### src/rtl/asd_pkg.sv
// Shared types and constants of the accelerometer shake detector.
`timescale 1ns / 1ps
package asd_pkg;

	localparam int AXIS_W  = 16;
	localparam int PREV_W  = 8;
	localparam int DIST_W  = 18;
	localparam int LIMIT_W = 16;
	localparam int COUNT_W = 17;
	localparam int TIME_W  = 48;
	localparam int CFG_W   = 48;

	localparam logic signed [AXIS_W-1:0] AXIS_MIN = -16'sd128;
	localparam logic signed [AXIS_W-1:0] AXIS_MAX = 16'sd127;

	localparam logic [DIST_W-1:0]  THRESHOLD_RESET   = 18'(110 * 110 + 80 * 80 + 30 * 30);
	localparam logic [LIMIT_W-1:0] QUIET_LIMIT_RESET = 16'd20;
	localparam logic [TIME_W-1:0]  MIN_DURATION_RESET = '0;
	localparam logic [COUNT_W-1:0] COUNT_MAX = '1;

	typedef enum logic [1:0] {
		REG_THRESHOLD    = 2'd0,
		REG_QUIET_LIMIT  = 2'd1,
		REG_MIN_DURATION = 2'd2
	} reg_index_t;

	localparam logic EVENT_START = 1'b0;
	localparam logic EVENT_END   = 1'b1;

	typedef struct packed {
		logic shake_event;
		logic long_enough;
	} result_t;

endpackage

### src/rtl/asd_sample_if.sv
// Stream interface carrying accelerometer samples with their timestamps.
`timescale 1ns / 1ps
interface asd_sample_if;
	logic                             valid;
	logic                             ready;
	logic signed [asd_pkg::AXIS_W-1:0] axis_x;
	logic signed [asd_pkg::AXIS_W-1:0] axis_y;
	logic signed [asd_pkg::AXIS_W-1:0] axis_z;
	logic [asd_pkg::TIME_W-1:0]        timestamp_us;

	modport source (output valid, axis_x, axis_y, axis_z, timestamp_us, input ready);
	modport sink (input valid, axis_x, axis_y, axis_z, timestamp_us, output ready);
endinterface

### src/rtl/asd_event_if.sv
// Stream interface carrying shake start and end events.
`timescale 1ns / 1ps
interface asd_event_if;
	logic valid;
	logic ready;
	logic shake_event;
	logic long_enough;

	modport source (output valid, shake_event, long_enough, input ready);
	modport sink (input valid, shake_event, long_enough, output ready);
endinterface

### src/rtl/asd_cfg_if.sv
// Register write interface of the shake detector.
`timescale 1ns / 1ps
interface asd_cfg_if;
	logic                      valid;
	logic                      ready;
	logic [1:0]                index;
	logic [asd_pkg::CFG_W-1:0] data;

	modport source (output valid, index, data, input ready);
	modport sink (input valid, index, data, output ready);
endinterface

### src/rtl/accel_shake_detector.sv
// Top level of the accelerometer shake detector.
`timescale 1ns / 1ps
// The detector takes one sample transfer in every clock cycle. A sample with an axis outside
// -128..127 is dropped at the input. Each kept sample is held in one input register and is
// evaluated in the following cycle, where the squared distance, threshold compare, quiet
// counter and elapsed-time check update the detector state; a start or end event then enters
// a two-entry output queue and is offered on the event channel from that queue, so it passes
// the input register and the queue in turn. The input stalls only while that queue is full,
// no event leaves it and the held sample would add another event. Register writes are always
// accepted and take effect at once; they should be made while no sample is in flight.
module accel_shake_detector (
	input  logic                clk,
	input  logic                arst_n,
	asd_cfg_if.sink             cfg,
	asd_sample_if.sink          samples,
	asd_event_if.source         events
);

	logic [asd_pkg::DIST_W-1:0]  threshold_q;
	logic [asd_pkg::LIMIT_W-1:0] quiet_limit_q;
	logic [asd_pkg::TIME_W-1:0]  min_duration_q;

	logic                               awaiting_first_q;
	logic signed [asd_pkg::PREV_W-1:0]  prev_x_q;
	logic signed [asd_pkg::PREV_W-1:0]  prev_y_q;
	logic signed [asd_pkg::PREV_W-1:0]  prev_z_q;
	logic                               shaking_q;
	logic [asd_pkg::COUNT_W-1:0]        quiet_count_q;
	logic [asd_pkg::TIME_W-1:0]         start_time_q;

	logic                               valid_s1;
	logic signed [asd_pkg::PREV_W-1:0]  x_s1;
	logic signed [asd_pkg::PREV_W-1:0]  y_s1;
	logic signed [asd_pkg::PREV_W-1:0]  z_s1;
	logic [asd_pkg::TIME_W-1:0]         ts_s1;

	asd_pkg::result_t fifo_q [2];
	logic             wr_ptr_q;
	logic             rd_ptr_q;
	logic [1:0]       fifo_count_q;

	logic                         in_range;
	logic                         accept;
	logic                         advance;
	logic                         fifo_full;
	logic                         pop;
	logic                         push;
	logic signed [8:0]            dx;
	logic signed [8:0]            dy;
	logic signed [8:0]            dz;
	logic signed [17:0]           px;
	logic signed [17:0]           py;
	logic signed [17:0]           pz;
	logic [asd_pkg::DIST_W-1:0]   sq_dist;
	logic                         d_gt;
	logic                         d_lt;
	logic                         start;
	logic                         shaking_mid;
	logic [asd_pkg::COUNT_W-1:0]  count_mid;
	logic [asd_pkg::COUNT_W-1:0]  count_inc;
	logic                         finish;
	logic [asd_pkg::TIME_W-1:0]   elapsed;
	logic                         has_result;
	asd_pkg::result_t             result;

	assign cfg.ready = 1'b1;

	always_ff @(posedge clk or negedge arst_n) begin
		if (!arst_n) begin
			threshold_q    <= asd_pkg::THRESHOLD_RESET;
			quiet_limit_q  <= asd_pkg::QUIET_LIMIT_RESET;
			min_duration_q <= asd_pkg::MIN_DURATION_RESET;
		end else if (cfg.valid) begin
			case (asd_pkg::reg_index_t'(cfg.index))
				asd_pkg::REG_THRESHOLD:    threshold_q    <= cfg.data[asd_pkg::DIST_W-1:0];
				asd_pkg::REG_QUIET_LIMIT:  quiet_limit_q  <= cfg.data[asd_pkg::LIMIT_W-1:0];
				asd_pkg::REG_MIN_DURATION: min_duration_q <= cfg.data[asd_pkg::TIME_W-1:0];
				default: ;
			endcase
		end
	end

	assign in_range = samples.axis_x >= asd_pkg::AXIS_MIN && samples.axis_x <= asd_pkg::AXIS_MAX
		&& samples.axis_y >= asd_pkg::AXIS_MIN && samples.axis_y <= asd_pkg::AXIS_MAX
		&& samples.axis_z >= asd_pkg::AXIS_MIN && samples.axis_z <= asd_pkg::AXIS_MAX;

	// Squared distance to the previous sample and the shake decision.
	always_comb begin
		dx = {x_s1[7], x_s1} - {prev_x_q[7], prev_x_q};
		dy = {y_s1[7], y_s1} - {prev_y_q[7], prev_y_q};
		dz = {z_s1[7], z_s1} - {prev_z_q[7], prev_z_q};
		px = dx * dx;
		py = dy * dy;
		pz = dz * dz;
		sq_dist = asd_pkg::DIST_W'(px[16:0]) + asd_pkg::DIST_W'(py[16:0])
			+ asd_pkg::DIST_W'(pz[16:0]);
		d_gt = sq_dist > threshold_q;
		d_lt = sq_dist < threshold_q;
		start = !awaiting_first_q && !shaking_q && d_gt;
		shaking_mid = shaking_q || d_gt;
		count_mid = d_gt ? '0 : quiet_count_q;
		count_inc = (count_mid == asd_pkg::COUNT_MAX) ? count_mid : count_mid + 1'b1;
		finish = !awaiting_first_q && shaking_mid && d_lt
			&& count_inc > asd_pkg::COUNT_W'(quiet_limit_q);
		elapsed = ts_s1 - start_time_q;
		has_result = start || finish;
		result.shake_event = finish ? asd_pkg::EVENT_END : asd_pkg::EVENT_START;
		result.long_enough = finish && (elapsed >= min_duration_q);
	end

	assign pop       = events.valid && events.ready;
	assign fifo_full = fifo_count_q == 2'd2;
	assign advance   = valid_s1 && (!has_result || !fifo_full || pop);
	assign push      = advance && has_result;
	assign samples.ready = !valid_s1 || advance;
	assign accept    = samples.valid && samples.ready;

	always_ff @(posedge clk or negedge arst_n) begin
		if (!arst_n) begin
			valid_s1 <= 1'b0;
		end else if (samples.ready) begin
			valid_s1 <= samples.valid && in_range;
		end
	end

	always_ff @(posedge clk) begin
		if (accept) begin
			x_s1  <= samples.axis_x[asd_pkg::PREV_W-1:0];
			y_s1  <= samples.axis_y[asd_pkg::PREV_W-1:0];
			z_s1  <= samples.axis_z[asd_pkg::PREV_W-1:0];
			ts_s1 <= samples.timestamp_us;
		end
	end

	always_ff @(posedge clk or negedge arst_n) begin
		if (!arst_n) begin
			awaiting_first_q <= 1'b1;
			prev_x_q         <= '0;
			prev_y_q         <= '0;
			prev_z_q         <= '0;
			shaking_q        <= 1'b0;
			quiet_count_q    <= '0;
			start_time_q     <= '0;
		end else if (advance) begin
			awaiting_first_q <= 1'b0;
			prev_x_q         <= x_s1;
			prev_y_q         <= y_s1;
			prev_z_q         <= z_s1;
			if (!awaiting_first_q) begin
				shaking_q <= shaking_mid && !finish;
				if (finish) begin
					quiet_count_q <= '0;
				end else if (shaking_mid) begin
					quiet_count_q <= count_inc;
				end else begin
					quiet_count_q <= count_mid;
				end
				if (start) begin
					start_time_q <= ts_s1;
				end
			end
		end
	end

	always_ff @(posedge clk or negedge arst_n) begin
		if (!arst_n) begin
			wr_ptr_q     <= 1'b0;
			rd_ptr_q     <= 1'b0;
			fifo_count_q <= '0;
		end else begin
			if (push) begin
				wr_ptr_q <= !wr_ptr_q;
			end
			if (pop) begin
				rd_ptr_q <= !rd_ptr_q;
			end
			if (push && !pop) begin
				fifo_count_q <= fifo_count_q + 2'd1;
			end else if (pop && !push) begin
				fifo_count_q <= fifo_count_q - 2'd1;
			end
		end
	end

	always_ff @(posedge clk) begin
		if (push) begin
			fifo_q[wr_ptr_q] <= result;
		end
	end

	assign events.valid       = fifo_count_q != 2'd0;
	assign events.shake_event = fifo_q[rd_ptr_q].shake_event;
	assign events.long_enough = fifo_q[rd_ptr_q].long_enough;

endmodule

### src/flat_wrapper.sv
// flat-port wrapper written by rule: the top's interface ports become plain ports
module accel_shake_detector_flat 
  (clk, arst_n, cfg_valid, cfg_index, cfg_data, cfg_ready, samples_valid, samples_axis_x, samples_axis_y, samples_axis_z, samples_timestamp_us, samples_ready, events_valid, events_shake_event, events_long_enough, events_ready);
  asd_cfg_if cfg_i ();
  asd_sample_if samples_i ();
  asd_event_if events_i ();
  input  logic clk;
  input  logic arst_n;
  input wire logic [$bits(cfg_i.valid)-1:0] cfg_valid;
  input wire logic [$bits(cfg_i.index)-1:0] cfg_index;
  input wire logic [$bits(cfg_i.data)-1:0] cfg_data;
  output wire logic [$bits(cfg_i.ready)-1:0] cfg_ready;
  input wire logic [$bits(samples_i.valid)-1:0] samples_valid;
  input wire logic [$bits(samples_i.axis_x)-1:0] samples_axis_x;
  input wire logic [$bits(samples_i.axis_y)-1:0] samples_axis_y;
  input wire logic [$bits(samples_i.axis_z)-1:0] samples_axis_z;
  input wire logic [$bits(samples_i.timestamp_us)-1:0] samples_timestamp_us;
  output wire logic [$bits(samples_i.ready)-1:0] samples_ready;
  output wire logic [$bits(events_i.valid)-1:0] events_valid;
  output wire logic [$bits(events_i.shake_event)-1:0] events_shake_event;
  output wire logic [$bits(events_i.long_enough)-1:0] events_long_enough;
  input wire logic [$bits(events_i.ready)-1:0] events_ready;
  assign cfg_i.valid = cfg_valid;
  assign cfg_i.index = cfg_index;
  assign cfg_i.data = cfg_data;
  assign cfg_ready = cfg_i.ready;
  assign samples_i.valid = samples_valid;
  assign samples_i.axis_x = samples_axis_x;
  assign samples_i.axis_y = samples_axis_y;
  assign samples_i.axis_z = samples_axis_z;
  assign samples_i.timestamp_us = samples_timestamp_us;
  assign samples_ready = samples_i.ready;
  assign events_valid = events_i.valid;
  assign events_shake_event = events_i.shake_event;
  assign events_long_enough = events_i.long_enough;
  assign events_i.ready = events_ready;
  accel_shake_detector u_core (.clk(clk), .arst_n(arst_n), .cfg(cfg_i), .samples(samples_i), .events(events_i));
endmodule
### config.mk
export PLATFORM = sky130hd
export DESIGN_NAME = accel_shake_detector_flat
export DESIGN_NICKNAME = d
export VERILOG_FILES = /design/src/rtl/asd_pkg.sv /design/src/rtl/asd_sample_if.sv /design/src/rtl/asd_event_if.sv /design/src/rtl/asd_cfg_if.sv /design/src/rtl/accel_shake_detector.sv /design/src/flat_wrapper.sv
export SDC_FILE = /design/constraint.sdc
export NUM_CORES = 1
export LEC_CHECK = 0
export BUFFER_PORTS_ARGS = -buffer_cell sky130_fd_sc_hd__clkbuf_2
export CAP_MARGIN = 15
export CORE_MARGIN = 2
export CORE_UTILIZATION = 50
export DETAILED_ROUTE_END_ITERATION = 7
export HOLD_SLACK_MARGIN = 0.1
export PLACE_DENSITY = 0.7
export SYNTH_ARGS = -nofsm -noshare
export SYNTH_HDL_FRONTEND = slang
export SYNTH_SLANG_ARGS = --single-unit
### constraint.sdc
create_clock -name clk -period 16.1 [get_ports clk]
set_clock_uncertainty 0.15 [all_clocks]
set_input_delay 1.61 -clock clk [delete_from_list [all_inputs] [get_ports clk]]
set_output_delay 1.61 -clock clk [all_outputs]
set_load 0.02 [all_outputs]
==> summary.md, run 1 <==
| Metric | Value |
|---|---|
| Count of warnings emitted by yosys | 0 |
| CP max stage cell | fa_1 |
| Via density per instance | 5.335 |
| Drc violations | 0 |
| Hold depth | 2 |
| H-tree depth | 1 |
| Gate count of the mapped netlist | 2418 |
| Gr ovfl total | 0 |
| CP max FO | 8 |
| Post-synthesis simple-gate area fraction | 10.84% |
| Area after DPL | between 20000 and 25000 sq um |
| Area grow syn2layout | 11.34% |
| Mux cell area share after synthesis | 4.648% |
| Commonest non-fill, non-tap cells in the layout | 460 x inv_1, 271 x ha_1, 187 x fa_1 |
| Max Slew Vio Count | 0 |
| Die Ht | roughly 220 um |
| Util after Layout | a little under three fifths |
| Syn nets | 3027 |
| Final count of negative-setup-slack endpoints | 0 |
| Kind of end point of the critical path | primary output |
| Status | complete, no violations |
| Max Cap Violations | 0 |
| Port buffer count | 154 |
| Setup tns final | 0 ns |
| Final nets | 3183 |
| Crit path launch | u_core.z_s1[0]$_DFFE_PP_ |
| Max Fclk | 0.06491 GHz |
| Critical Path RT | approximately 14 ns |
| Layout cells sized above 1 | 14.25% |
| EDFF count, synth | 76 |
| Slew HR | 36.18% |
| DRT iter0 DRCs | 1067 |
| Min Tclk post-route | 15.41 ns |
| CTS sink count | 254 |
| Worst-Skew Late Latency | 0.58 ns |
| Combinational family with the most area after synthesis | adder cells |
| Final hold vios | 0 |
| Sequential element share of the synthesized area | 28.75% |
| R2R Path Start | u_core.z_s1[0]$_DFFE_PP_ |
| Hpwl dp | just over 40000 um |
| Via count | 17110 |
| Top_reg_cell synth | dfrtp_1 |
| First-pass GRT wire length | 85440 um |
| Most common cell after layout, fill and taps aside | inv_1 |
| PnR worst setup slack | ~0.69 ns |
| Clk slew on worst S/H paths | 0.06 ns |
| Row Count | 79 |
| Hold_sp | u_core.ts_s1[5]$_DFFE_PP_ |
| Fillers | between 4000 and 5000 |
| Post-DRT Antenna Nets | 0 |
| GPL Wtd Cong | 0.8828 |
| Routed Wire Length | 51130 um |
| Fin area | 26140 sq um |
| Hold/Removal Path Class | reg2reg |
| Post-synthesis adder-cell area fraction | 30.39% |
| Worst-Margin Slew | 0.9473 ns |
| R2r worst-path depth | 60 |
| Post-Place Setup Slack | 0.7390 ns |
| Initial core utilization | around 51% |
| Clock buffer depth | 3 |
| Pin count of the biggest net entering global routing | 110 |
| Post-synth cell types | 70 |
| DRT Pass-1 Iters | 6 |
| Cell Area, Synth | between 20000 and 25000 sq um |
| Cts bufs inserted | 29 |
| Worst stage delay on the critical path | approximately 0.60 ns |
| CP Data Arrival Time | 13.65 ns |
| Core Box Area | 46460 sq um |
| CTS tree | yes |
| Compound-Gate Fraction of Synth Area | 11.90% |
| Tcrit/Tclk final | 95.69% |
| # IOs | 156 |
| Syn Area/Cell | 9.708 sq um |
| Critical path type | reg2out |
| Startpoint types | register |
| Post-Synth XOR/XNOR Area | 5.261% |
| Routed wire per std cell | ~16 um |
| Post-synth ARST share | a little over two thirds |
| Die ar. | 48700 sq um |
| FF+latch count, synth | 254 |
| Hold buffers post-CTS | 0 |
| Vias in the first global route | 17630 |
| Worst R2R Setup Slack | around 1.7 ns |
| Initial antenna violation count | 6 |
| Die X | 220.7 um |
| Clk root buf | clkbuf_16 |
| Total track usage | 21.67% |
-- cell usage after synthesis, types with 4 or more instances --
cell type	instances	share of area [%]
clkbuf_1	34	0.54
and2_1	41	1.1
nor2b_1	22	0.59
o21ai_0	118	2.5
o2111ai_1	7	0.26
a21o_1	81	2.6
o41ai_1	6	0.22
buf_2	8	0.17
nor4_1	11	0.29
nor2_1	105	1.7
nor3_1	17	0.36
or2_2	7	0.19
and3_1	9	0.24
a221oi_1	5	0.19
inv_1	463	7.4
edfxtp_1	76	9.7
ha_1	271	14
a211o_1	5	0.19
a21oi_1	100	2.1
nand4_1	25	0.67
or3_1	9	0.24
a211oi_1	16	0.51
o31ai_1	10	0.32
dfrtp_1	168	18
dfstp_2	10	1.1
fa_1	187	16
o21bai_1	25	0.80
a31oi_1	9	0.24
and4_1	4	0.15
nand3_1	40	0.85
nand2b_1	33	0.88
or4_1	6	0.19
xnor2_1	97	3.6
nand2_1	184	2.9
o21a_1	11	0.35
o211ai_1	8	0.26
mux2_2	96	4.6
xor2_1	44	1.6
-- registers in the layout (all words and copies together), names as in the netlist --
signal / flops
u_core.min_duration_q: 48
u_core.start_time_q: 48
u_core.ts_s1: 48
u_core.threshold_q: 18
u_core.quiet_count_q: 17
u_core.quiet_limit_q: 16
u_core.prev_x_q: 8
u_core.prev_y_q: 8
u_core.prev_z_q: 8
u_core.x_s1: 8
u_core.y_s1: 8
u_core.z_s1: 8
u_core.fifo_q: 4
u_core.fifo_count_q: 2
u_core.awaiting_first_q: 1
u_core.rd_ptr_q: 1
u_core.shaking_q: 1
u_core.valid_s1: 1
u_core.wr_ptr_q: 1
-- critical path, delay by kind of cell (launching register included) --
kind	cells	cell delay, ns
AOI/OAI and AO/OA	17	2.92
xor gates and xnor gates	4	0.65
adders and majority gates	13	4.83
buffers and inverters	8	0.62
DFF	1	0.40
and+or+nand+nor	16	3.64
-- logic make-up after synthesis --
kind of cell               count (synthesis)
buffers and inverters                    509
other                                      1
AOI/OAI and AO/OA                        434
adders and majority gates                458
xor gates and xnor gates                 141
and+or+nand+nor                          524
muxes                                     97
DFF                                      254
-- final timing paths --
check | endpoint
worst min register to register | u_core.start_time_q[5]$_DFFE_PN0P_
worst min-delay path | u_core.start_time_q[5]$_DFFE_PN0P_
min in group asynchronous | u_core.min_duration_q[32]$_DFFE_PN0P_
worst max register to register | u_core.ts_s1[30]$_DFFE_PP_
max in group asynchronous | u_core.prev_z_q[7]$_DFFE_PN0N_
worst max-delay path | samples_ready
-- final cells by class --
cell class | count | area (sq um) | share of cell area (%)
Antenna cell | 3 | 7.507 | 0.02872
Clock buffer | 38 | 779.5 | 2.982
Clock inverter | 16 | 196.4 | 0.7516
Inverter | 463 | 1738 | 6.649
Multi-Input combinational cell | 1655 | 14980 | 57.33
Sequential cell | 254 | 6749 | 25.82
Tap cell | 607 | 759.5 | 2.906
Timing Repair Buffer | 171 | 922.1 | 3.528
-- metrics by stage --
stage | hold WS [ns] | std cells
global route | 0.3652 | 3204
CTS | 0.3420 | 3198
global placement | 0.3259 | 3144
finish | 0.3396 | 3207
floorplan | 0.3086 | 2418
detailed placement | 0.3248 | 3144
-- repair_timing --
action,CTS,global route
buffers inserted,0,6
setup endpoints to repair,0,1
resized for setup,0,35
-- layer usage --
metal  up-vias  global-route usage, %  share of wire (%)
li1       8336                      -                  -
met1      8306                  30.28                 46
met2       376                  35.70                 46
met3        91                  2.969                5.0
met4         0                  5.311                2.7
met5         -                      0                  0
Power of run 1 is not shown: default switching activity piles up to over one toggle a cycle in this logic, so the estimate is an artifact.
==> inputs of run 2 (changes only) <==
Settings changed: PLACE_DENSITY 0.7 to 0.8.
==> run 2 against run 1 <==
  * Hold slack gained 0.0098 ns
  * Cell area grew 0.28%
  * Via count increased by 2.0%
  * Worst setup slack got worse by 0.19 ns
  * Flip-flop and latch count did not move
  * Count of clock-buffer cells in the layout grew 1
  * Routed wire length rose by 4.1%
  * Non-clock buffer count is 6 higher
  * Critical endpoint unchanged
  * Sequential share of layout area fell by 0.073 points
  * Critical path type unchanged
==> summary.md, run 2 (synthesis results as in run 1) <==
| Metric | Value |
|---|---|
| Status | complete, no violations |
| Startpoint types | register |
| Drc violations | 0 (unchanged) |
| Worst-Skew Late Latency | 0.60 ns (+0.02 ns) |
| Layout cells sized above 1 | 14.60% (+0.35 points) |
| Routed Wire Length | 53210 um (+4.1%) |
| Critical Path RT | 14.34 ns (about the same) |
| Area grow syn2layout | 11.65% |
| Routed wire per std cell | 16.57 um (+3.9%) |
| Hpwl dp | 42330 um (+2.7%) |
| Final count of negative-setup-slack endpoints | 0 (unchanged) |
| Final nets | 3189 (+0.19%) |
| CTS tree | yes |
| R2r worst-path depth | 60 (unchanged) |
| CP max FO | 9 (+1) |
| Clock buffer depth | 3 (unchanged) |
| Commonest non-fill, non-tap cells in the layout | 460 x inv_1, 271 x ha_1, 187 x fa_1 |
| Most common cell after layout, fill and taps aside | inv_1 |
| Clk root buf | clkbuf_16 |
| CP Data Arrival Time | 13.84 ns (+0.19 ns) |
| Util after Layout | 56.42% (+0.16 points) |
| Row Count | 79 (unchanged) |
| Post-DRT Antenna Nets | 0 (unchanged) |
| Max Fclk | 0.06410 GHz (-1.2%) |
| Die X | 220.7 um (unchanged) |
| Slew HR | 23.52% (-13 points) |
| CP max stage cell | fa_1 |
| Reg2reg end | u_core.ts_s1[14]$_DFFE_PP_ |
| Kind of end point of the critical path | primary output |
| Critical Path End | samples_ready |
| Final hold vios | 0 (unchanged) |
| DRT iter0 DRCs | 954 (-11%) |
| Hold buffers post-CTS | 0 (unchanged) |
| Crit path launch | u_core.y_s1[1]$_DFFE_PP_ |
| DRT Pass-1 Iters | 7 (+1) |
| Port buffer count | 154 (unchanged) |
| Core Box Area | 46460 sq um (unchanged) |
| Fin cells | 3212 (+0.16%) |
| Clk slew on worst S/H paths | 0.07 ns (about the same) |
| Worst R2R Setup Slack | 1.53 ns (-0.18 ns) |
| Footprint of the multi-input gates | 15010 sq um (+0.15%) |
| Largest registers | u_core.min_duration_q x48, u_core.start_time_q x48, u_core.ts_s1 x48 |
| Total track usage | 22.39% (+0.72 points) |
| Max Slew Vio Count | 0 (unchanged) |
| Max Cap Violations | 0 (unchanged) |
| First-pass GRT wire length | 87720 um (+2.7%) |
| Die Ht | 220.7 um (unchanged) |
| PnR worst setup slack | 0.4999 ns (-0.1935 ns) |
| Fillers | 3951 (-2.6%) |
| Register Area | 6749 sq um (unchanged) |
| H-tree depth | 1 (unchanged) |
| Cts bufs inserted | 29 (unchanged) |
| GPL Wtd Cong | 0.9265 (+5.0%) |
| Tcrit/Tclk final | 96.90% (+1.2 points) |
| # IOs | 156 (unchanged) |
| CTS sink count | 254 (unchanged) |
| Hold/Removal Path Class | reg2reg |
| Dpl cells | 3143 (-0.032%) |
| Critical path type | reg2out |
| Worst-Margin Slew | 1.135 ns (+0.1879 ns) |
| Post-Place Setup Slack | 0.5660 ns (-0.1730 ns) |
| Initial core utilization | 50.53% (unchanged) |
| Via count | 17440 (+2.0%) |
| Initial antenna violation count | 4 (-2) |
| Gr ovfl total | 0 (unchanged) |
| Pin count of the biggest net entering global routing | 105 (-4.5%) |
| Via density per instance | 5.431 (+1.8%) |
| Worst stage delay on the critical path | 0.54 ns (-0.06 ns) |
| Vias in the first global route | 18120 (+2.8%) |
| R2R Path Start | u_core.y_s1[1]$_DFFE_PP_ |
| Die ar. | 48700 sq um (unchanged) |
| Min Tclk post-route | 15.60 ns (+0.1935 ns) |
[run 2: cell count changes in the layout (fill, tap and decap cells not counted), moves of 2 or more]
| cell | previous run | this run |
|---|---|---|
| inv_4 | 0 | 2 |
| or4_1 | 6 | 4 |
| buf_4 | 17 | 23 |
| clkinv_4 | 1 | 3 |
| clkbuf_8 | 3 | 5 |
| or4_4 | 0 | 2 |
| inv_6 | 3 | 0 |
[run 2: how the worst min path moves through the flow]
stage / to / slack, ns / depth (start not counted) / from
2_1_floorplan: u_core.start_time_q[10]$_DFFE_PN0P_ / 0.31 / 2 / u_core.ts_s1[10]$_DFFE_PP_
3_3_place_gp: u_core.start_time_q[25]$_DFFE_PN0P_ / 0.32 / 2 / u_core.ts_s1[25]$_DFFE_PP_
3_5_place_dp: u_core.start_time_q[16]$_DFFE_PN0P_ / 0.33 / 2 / u_core.ts_s1[16]$_DFFE_PP_
4_1_cts: u_core.start_time_q[46]$_DFFE_PN0P_ / 0.35 / 2 / u_core.ts_s1[46]$_DFFE_PP_
5_1_grt: u_core.prev_z_q[4]$_DFFE_PN0N_ / 0.37 / 1 / u_core.prev_z_q[4]$_DFFE_PN0N_
6_report: u_core.start_time_q[22]$_DFFE_PN0P_ / 0.35 / 2 / u_core.ts_s1[22]$_DFFE_PP_
[run 2: cell type report]
| type | count | share of cell area (%) |
|---|---|---|
| Clock buffer | 39 | 3.065 |
| Clock inverter | 15 | 0.6922 |
| Multi-Input combinational cell | 1655 | 57.26 |
| Antenna cell | 2 | 0.01909 |
| Inverter | 463 | 6.631 |
| Timing Repair Buffer | 177 | 3.690 |
| Tap cell | 607 | 2.898 |
| Sequential cell | 254 | 25.75 |
[run 2: timing repair]
action,4_1_cts,5_1_grt
pin swaps,0,8
endpoints found under the setup margin,1,1
endpoints found under the hold margin,0,0
setup buffers,0,13
gates resized for setup,2,37
cloned,0,0
[run 2: routing by layer]
layer | track usage, % | share of wire, % | vias up
met1 | 28.86 | 42 | 8478
met5 | 0 | 0.013 | -
met3 | 3.340 | 6.1 | 107
met4 | 6.844 | 3.3 | 2
met2 | 38.90 | 49 | 522
li1 | - | - | 8334
[run 2: per-stage QoR]
stage	cell area, sq um	TNS [ns]	hold WS (ns)
floorplan	23480	0	0.3086
global placement	24930	0	0.3248
detailed placement	24930	0	0.3323
CTS	25920	0	0.3499
global route	26210	-0.08582	0.3688
finish	26210	0	0.3494
[run 2: worst max-delay path: cells and delay by family, from the launching register on]
kind	cells	cell delay, ns
and+or+nand+nor	17	3.68
adders and majority gates	12	4.92
DFF	1	0.44
buffers and inverters	8	0.63
xor gates and xnor gates	3	0.51
AOI/OAI and AO/OA	18	3.04
Power of run 2 is left out for the same reason.
